**src/rtl/core/bpk_pkg.sv**
```systemverilog
`timescale 1ns / 1ps
// ----------------------------------------------------------------------------
// bpk_pkg
// Shared types, widths and the prefix code table of the bit packer.
// ----------------------------------------------------------------------------
package bpk_pkg;

  localparam int SymW     = 8;
  localparam int ByteW    = 8;
  localparam int CodeW    = 12;              // longest code in the table
  localparam int LenW     = 4;
  localparam int PendW    = 7;               // at most seven bits stay behind
  localparam int PendCntW = 3;
  localparam int AccW     = PendW + CodeW;   // 19
  localparam int TotW     = 5;               // holds 0..19
  localparam int AlignW   = 24;              // three bytes
  localparam int BytesMax = 3;
  localparam int CntW     = 2;               // holds 0..3

  localparam logic [SymW-1:0] CharLowerA = 8'h61;
  localparam logic [SymW-1:0] CharLowerZ = 8'h7A;
  localparam logic [SymW-1:0] CharSpace  = 8'h20;
  localparam logic [SymW-1:0] CharBang   = 8'h21;

  typedef struct packed {
    logic [CodeW-1:0] code;   // right aligned
    logic [LenW-1:0]  len;    // zero for characters outside the table
  } code_entry_t;

  // A looked-up character, as held in the input register.
  typedef struct packed {
    code_entry_t entry;
    logic        eom;
  } code_item_t;

  // Bytes that one character releases, first byte to send in slot 0.
  typedef struct packed {
    logic [BytesMax-1:0][ByteW-1:0] bytes;
    logic [CntW-1:0]                count;
    logic                           last;
  } pack_result_t;

  localparam code_entry_t LetterCodes [26] = '{
    '{12'd3,  4'd3},  '{12'd2,  4'd7},  '{12'd5,  4'd6},  '{12'd5,  4'd5},
    '{12'd5,  4'd3},  '{12'd4,  4'd6},  '{12'd4,  4'd7},  '{12'd3,  4'd4},
    '{12'd9,  4'd5},  '{12'd1,  4'd9},  '{12'd1,  4'd10}, '{12'd9,  4'd6},
    '{12'd3,  4'd6},  '{12'd16, 4'd5},  '{12'd17, 4'd5},  '{12'd5,  4'd7},
    '{12'd1,  4'd12}, '{12'd8,  4'd5},  '{12'd5,  4'd4},  '{12'd9,  4'd4},
    '{12'd3,  4'd5},  '{12'd1,  4'd8},  '{12'd3,  4'd7},  '{12'd1,  4'd11},
    '{12'd1,  4'd7},  '{12'd0,  4'd12}
  };

  localparam code_entry_t SpaceCode = '{12'd3, 4'd2};
  localparam code_entry_t BangCode  = '{12'd8, 4'd6};
  localparam code_entry_t NoCode    = '{12'd0, 4'd0};

  function automatic code_entry_t lookup_code(input logic [SymW-1:0] sym);
    code_entry_t     e;
    logic [SymW-1:0] off;
    off = sym - CharLowerA;
    e   = NoCode;
    if (sym >= CharLowerA && sym <= CharLowerZ) begin
      e = LetterCodes[off[4:0]];
    end else if (sym == CharSpace) begin
      e = SpaceCode;
    end else if (sym == CharBang) begin
      e = BangCode;
    end
    return e;
  endfunction

endpackage

```
**src/rtl/core/bpk_lookup.sv**
```systemverilog
`timescale 1ns / 1ps
// ----------------------------------------------------------------------------
// bpk_lookup
// Input register stage: takes a character request and holds its table code.
// ----------------------------------------------------------------------------
module bpk_lookup (
  input  logic                       clk,
  input  logic                       rst,
  input  logic                       s_axis_tvalid,
  output logic                       s_axis_tready,
  input  logic [bpk_pkg::SymW-1:0]   s_axis_tdata,   // [7:0] symbol
  input  logic                       s_axis_tlast,   // end_of_message
  input  logic                       advance,
  output logic                       item_valid,
  output bpk_pkg::code_item_t        item
);
  import bpk_pkg::*;

  assign s_axis_tready = !item_valid || advance;

  always_ff @(posedge clk) begin
    if (rst) begin
      item_valid <= 1'b0;
    end else if (s_axis_tready) begin
      item_valid <= s_axis_tvalid;
    end
  end

  always_ff @(posedge clk) begin
    if (s_axis_tvalid && s_axis_tready) begin
      item.entry <= lookup_code(s_axis_tdata);
      item.eom   <= s_axis_tlast;
    end
  end

endmodule

```
**src/rtl/core/bpk_pack.sv**
```systemverilog
`timescale 1ns / 1ps
// ----------------------------------------------------------------------------
// bpk_pack
// Bit accumulator: appends a code to the pending bits and cuts out bytes.
// ----------------------------------------------------------------------------
module bpk_pack (
  input  logic                  clk,
  input  logic                  rst,
  input  logic                  load,
  input  bpk_pkg::code_item_t   item,
  output bpk_pkg::pack_result_t result
);
  import bpk_pkg::*;

  logic [PendW-1:0]    pending_bits;
  logic [PendCntW-1:0] pending_count;
  logic [PendW-1:0]    pending_bits_next;
  logic [PendCntW-1:0] pending_count_next;

  logic [AccW-1:0]   acc;
  logic [TotW-1:0]   total;
  logic [TotW-1:0]   shamt;
  logic [AlignW-1:0] aligned;
  logic [PendW-1:0]  keep_mask;
  logic [CntW-1:0]   full_bytes;
  logic              partial;

  always_comb begin
    acc   = (AccW'(pending_bits) << item.entry.len) | AccW'(item.entry.code);
    total = TotW'(pending_count) + TotW'(item.entry.len);
    // Left aligning the bits in three bytes gives the flush padding for free.
    shamt   = TotW'(AlignW) - total;
    aligned = AlignW'(acc) << shamt;

    full_bytes = total[TotW-1:3];
    partial    = total[2:0] != 3'd0;

    result.bytes[0] = aligned[AlignW-1 -: ByteW];
    result.bytes[1] = aligned[AlignW-1-ByteW -: ByteW];
    result.bytes[2] = aligned[ByteW-1:0];
    result.count    = full_bytes + CntW'(item.eom && partial);
    result.last     = item.eom;

    keep_mask = PendW'((8'd1 << total[2:0]) - 8'd1);
    if (item.eom) begin
      pending_bits_next  = '0;
      pending_count_next = '0;
    end else begin
      pending_bits_next  = acc[PendW-1:0] & keep_mask;
      pending_count_next = total[2:0];
    end
  end

  always_ff @(posedge clk) begin
    if (rst) begin
      pending_bits  <= '0;
      pending_count <= '0;
    end else if (load) begin
      pending_bits  <= pending_bits_next;
      pending_count <= pending_count_next;
    end
  end

endmodule

```
**src/rtl/core/bpk_out_buf.sv**
```systemverilog
`timescale 1ns / 1ps
// ----------------------------------------------------------------------------
// bpk_out_buf
// Result register: holds up to three bytes and sends them one per request.
// ----------------------------------------------------------------------------
module bpk_out_buf (
  input  logic                        clk,
  input  logic                        rst,
  input  logic                        load,
  input  bpk_pkg::pack_result_t       result,
  output logic                        ready,
  output logic                        m_axis_tvalid,
  input  logic                        m_axis_tready,
  output logic [bpk_pkg::ByteW-1:0]   m_axis_tdata,   // [7:0] code_byte
  output logic                        m_axis_tlast    // message_end
);
  import bpk_pkg::*;

  logic [BytesMax-1:0][ByteW-1:0] bytes;
  logic [CntW-1:0]                remaining;
  logic                           last;
  logic                           take;

  assign take          = m_axis_tvalid && m_axis_tready;
  assign ready         = (remaining == '0) || (remaining == CntW'(1) && m_axis_tready);
  assign m_axis_tvalid = remaining != '0;
  assign m_axis_tdata  = bytes[0];
  assign m_axis_tlast  = last && (remaining == CntW'(1));

  always_ff @(posedge clk) begin
    if (rst) begin
      remaining <= '0;
    end else if (load) begin
      remaining <= result.count;
    end else if (take) begin
      remaining <= remaining - CntW'(1);
    end
  end

  always_ff @(posedge clk) begin
    if (load) begin
      bytes <= result.bytes;
      last  <= result.last;
    end else if (take) begin
      bytes[0] <= bytes[1];
      bytes[1] <= bytes[2];
    end
  end

endmodule

```
**src/rtl/core/prefix_code_bit_packer_core.sv**
```systemverilog
`timescale 1ns / 1ps
// ----------------------------------------------------------------------------
// prefix_code_bit_packer_core
// Prefix code encoder that packs code bits into a byte stream.
// ----------------------------------------------------------------------------
// Each request on the s_axis side is one character (tdata) with tlast marking
// the end of a message. The character's code is appended, most significant
// bit first, to a bit accumulator; every complete byte leaves on the m_axis
// side with the earliest bit in bit 7. On tlast, leftover bits are padded
// with zeros and sent, and the final byte carries tlast if the tlast character
// releases a byte. Characters outside the table add no bits.
// A character is looked up as it is accepted and held with its code in the
// input register; its bytes are cut out and held in the result register,
// which offers them. One character is taken every cycle as long as each
// releases at most one byte and the receiver does not stall; a character
// that releases two or three bytes holds the input while the result
// register sends them, one byte per cycle.
// The receiver may stall at any time: bytes wait in the result register and
// the input register, and tready falls once both are full.
// Reset clears the accumulator and drops any bytes not yet sent.
// ----------------------------------------------------------------------------
module prefix_code_bit_packer_core (
  input  logic                       clk,
  input  logic                       rst,
  input  logic                       s_axis_tvalid,
  output logic                       s_axis_tready,
  input  logic [bpk_pkg::SymW-1:0]   s_axis_tdata,   // [7:0] symbol
  input  logic                       s_axis_tlast,   // end_of_message
  output logic                       m_axis_tvalid,
  input  logic                       m_axis_tready,
  output logic [bpk_pkg::ByteW-1:0]  m_axis_tdata,   // [7:0] code_byte
  output logic                       m_axis_tlast    // message_end
);
  import bpk_pkg::*;

  logic         item_valid;
  code_item_t   item;
  pack_result_t result;
  logic         buf_ready;
  logic         load;

  assign load = item_valid && buf_ready;

  bpk_lookup u_lookup (
    .clk           (clk),
    .rst           (rst),
    .s_axis_tvalid (s_axis_tvalid),
    .s_axis_tready (s_axis_tready),
    .s_axis_tdata  (s_axis_tdata),
    .s_axis_tlast  (s_axis_tlast),
    .advance       (buf_ready),
    .item_valid    (item_valid),
    .item          (item)
  );

  bpk_pack u_pack (
    .clk    (clk),
    .rst    (rst),
    .load   (load),
    .item   (item),
    .result (result)
  );

  bpk_out_buf u_out_buf (
    .clk           (clk),
    .rst           (rst),
    .load          (load),
    .result        (result),
    .ready         (buf_ready),
    .m_axis_tvalid (m_axis_tvalid),
    .m_axis_tready (m_axis_tready),
    .m_axis_tdata  (m_axis_tdata),
    .m_axis_tlast  (m_axis_tlast)
  );

endmodule
```
**config.mk**
```make
export PLATFORM = sky130hd
export DESIGN_NAME = prefix_code_bit_packer_core
export DESIGN_NICKNAME = d
export VERILOG_FILES = /design/src/rtl/core/bpk_pkg.sv /design/src/rtl/core/bpk_lookup.sv /design/src/rtl/core/bpk_pack.sv /design/src/rtl/core/bpk_out_buf.sv /design/src/rtl/core/prefix_code_bit_packer_core.sv
export SDC_FILE = /design/constraint.sdc
export NUM_CORES = 1
export LEC_CHECK = 0
export ABC_AREA = 1
export BUFFER_PORTS_ARGS = -buffer_cell sky130_fd_sc_hd__buf_2
export CELL_PAD_IN_SITES_DETAIL_PLACEMENT = 0
export CELL_PAD_IN_SITES_GLOBAL_PLACEMENT = 1
export CORE_MARGIN = 2
export CORE_UTILIZATION = 45
export CTS_CLUSTER_DIAMETER = 80
export CTS_CLUSTER_SIZE = 14
export DETAILED_ROUTE_END_ITERATION = 8
export PLACE_DENSITY = 0.87
export SYNTH_ARGS = -nofsm -noshare
export SYNTH_HDL_FRONTEND = slang
export SYNTH_HIERARCHICAL = 1
export SYNTH_SLANG_ARGS = --single-unit
```
**constraint.sdc**
```tcl
create_clock -name clk -period 3.97 [get_ports clk]
set_clock_uncertainty 0.15 [all_clocks]
set_input_delay 0.397 -clock clk [delete_from_list [all_inputs] [get_ports clk]]
set_output_delay 0.397 -clock clk [all_outputs]
set_load 0.02 [all_outputs]
```
==> flow_summary.yaml <==
finish:
  n_antenna_cell: 0
  most-common-layout-cells: "nand2_1, nand3_1, inv_1"
  nNetsFinal: 740
  drive_above_1_share_pct: 10.83
  areaGrowthSynthToFinish_pct: 3.741
  final_area_sq_um: 4788
  final_common_cell: "nand2_1"
run:
  cap_violations: 0
grt:
  grt_pass1_wl_um: 20750
  track_usage_pct: 22.85
  grt_pass1_vias: 4272
  grt_max_degree: 31
  overflow: 0
  grt_antenna_before_repair: 0
sta:
  finalHoldViolations: 0
  timing.final.ws_setup_ps: 330.1
  setup_violations: 0
  period_minus_slack_ps: 3640
  worstMarginPinSlew_ps: 1006
  max_freq_mhz: 274.7
  fin_setup_tns_ps: 0
  final.period_utilization_pct: 91.68
  rsz0062_at_grt: "no"
  relSlewSlack_pct: 32.94
  slew_viol_final: 0
drt:
  drtIter0Drc: 338
  wl_per_cell_um: 14.48
  ant_nets: 0
  drc: 0
  drt-total-wl_um: 12220
  vias: 4621
  vias_per_cell: 5.475
  dr.pass1.iters: 5
critical_path:
  required_ps: 3990
  crit_type: "register to register"
  crit_path_start_kind: "register"
  cp_max_fo: 18
  r2r_setup_slack_ps: 330
  rr_startpoint: "u_lookup/item[2]$_DFFE_PP_"
  endpoint_kind: "register"
  arrival_ps: 3660
  cp-startpoint: "u_lookup/item[2]$_DFFE_PP_"
synthesis:
  synth_edf_count: 35
  yosysWarnings: 6
  syn_inst: 713
  ys_async_sr_fraction_pct: 0
  ys_ff_latch: 48
  synthFlopType: "edfxtp_1"
  synth_area_per_cell_sq_um: 6.474
  ys_seq_area_share_pct: 28.41
  synthDistinctLibCells: 47
  netlist_area_sq_um: 4616
worst_hold_path:
  worstHoldStart: "s_axis_tlast"
  hold_path.class: "input port to register"
cts:
  htreeDepth: 2
  cts_hold_buf: 0
  cts_setup_buffers: 0
  clockBufferDepth: 2
  clk_pin_slew_worst_paths_ps: 90
  cts_sinks: 48
  root_buffer: "clkbuf_8"
  cts_tree: "built"
  cts_resized: 0
  clock_latency_ps: 310
  cts-buffers-inserted: 5
floorplan:
  io_pins: 24
  fp-row-count: 36
  fp.dieW_um: 105.3
  dieArea_sq_um: 11080
  die_h_um: 105.3
  fp.coreArea_sq_um: 9864
  initial_core_util_pct: 46.79
placement:
  gp_congestion: 0.9492
  post-dp-hpwl_um: 9680
  io_buffers: 23
  placed_area_sq_um: 4677
  pre_cts_slack_ps: 371.4
status:
  status: "finished, final reports clean"
pwr:
  finalPower_uw: 2243
  irDropWorstVdd_uv: 278.7
  leakage_uw: 0.002243
  p_per_area_nw_per_um2: 468.5
synthesized netlist by cell type (2+ instances only):
| cell | n | area [sq um] |
|---|---|---|
| nand2_1 | 225 | 844.6 |
| o21ai_0 | 13 | 65.06 |
| nand2_2 | 5 | 31.28 |
| edfxtp_1 | 35 | 1051 |
| o211ai_1 | 2 | 15.01 |
| buf_4 | 18 | 135.1 |
| nor2_2 | 7 | 43.79 |
| nand3_1 | 150 | 750.7 |
| inv_1 | 60 | 225.2 |
| buf_2 | 13 | 65.06 |
| dfxtp_1 | 13 | 260.3 |
| nand4_1 | 18 | 112.6 |
| ha_1 | 16 | 200.2 |
| o21ai_2 | 2 | 17.52 |
| nor2_4 | 4 | 45.04 |
| nand2_4 | 4 | 45.04 |
| nor2_1 | 41 | 153.9 |
| o21ai_1 | 4 | 20.02 |
| buf_1 | 4 | 15.01 |
| nor3_2 | 2 | 20.02 |
| a21boi_1 | 2 | 15.01 |
| buf_6 | 5 | 56.30 |
| inv_2 | 8 | 30.03 |
| clkbuf_1 | 5 | 18.77 |
| a21oi_1 | 35 | 175.2 |
cell type report:
| class | instances | area [sq um] |
|---|---|---|
| clock buffers | 5 | 68.82 |
| flip-flops and latches | 48 | 1311 |
| well taps | 133 | 166.4 |
| fillers | 1030 | 5076 |
| multi-input cells | 556 | 2773 |
| inverters | 69 | 259.0 |
| repair buffers | 30 | 167.7 |
| clock inverters | 3 | 42.54 |
report_power, final:
group | switching [uW] | internal, uW | leakage [uW] | total, uW
clock network | 171 | 187 | 0.0000541 | 358
registers | 41.1 | 668 | 0.000447 | 710
logic | 823 | 352 | 0.00174 | 1180
cell families after synthesis:
group / Yosys count / share of synthesized area [%]
adder cells (fa/ha/maj): 17 / 4.771
AND/OR/NAND/NOR: 465 / 45.79
buffers and inverters: 115 / 12.01
AO/OA/AOI/OAI: 64 / 7.807
other: 1 / 0.08124
XOR/XNOR: 3 / 1.139
flip-flops: 48 / 28.41
routing by layer:
metal / GRT usage (%) / vias up / wire, um
met4: 5.048 / 0 / 182
met1: 33.11 / 2126 / 5675
li1: - / 2340 / -
met2: 37.14 / 139 / 5744
met5: 0 / - / 0
met3: 1.732 / 16 / 619
critical path: stages (launching register included):
cell and delay, ps:
edfxtp_1 580, inv_1 300, fa_1 550, xnor2_2 430, ha_1 220, clkinv_1 420
nor2_2 350, nand3_1 110, nand2_1 70, nor2_1 50, a21oi_1 120, nand2_1 60
nand2_1 100
through the flow:
| step | std cells | hold WS (ps) | util, % |
|---|---|---|---|
| 6_report | 844 | 123.8 | 48.54 |
| 5_1_grt | 844 | 122.0 | 48.54 |
| 3_3_place_gp | 836 | 308.5 | 47.41 |
| 3_5_place_dp | 836 | 317.3 | 47.41 |
| 4_1_cts | 844 | 115.8 | 48.54 |
| 2_1_floorplan | 719 | 299.1 | - |
worst paths after layout:
check	depth (start not counted)	endpoint
max	12	u_out_buf/m_axis_tdata[1]$_DFFE_PP_
min	1	u_lookup/item[0]$_DFFE_PP_
max reg2reg	12	u_out_buf/m_axis_tdata[1]$_DFFE_PP_
min reg2reg	2	u_pack/pending_count[0]$_SDFFE_PP0P_
state kept, by name, indices dropped and copies added (netlist names):
register                count
u_lookup/item              10
u_lookup/item_valid         1
u_out_buf/bytes            16
u_out_buf/last              1
u_out_buf/m_axis_tdata      8
u_out_buf/remaining         2
u_pack/pending_bits         7
u_pack/pending_count        3
Power figures use the tool's default switching activity.
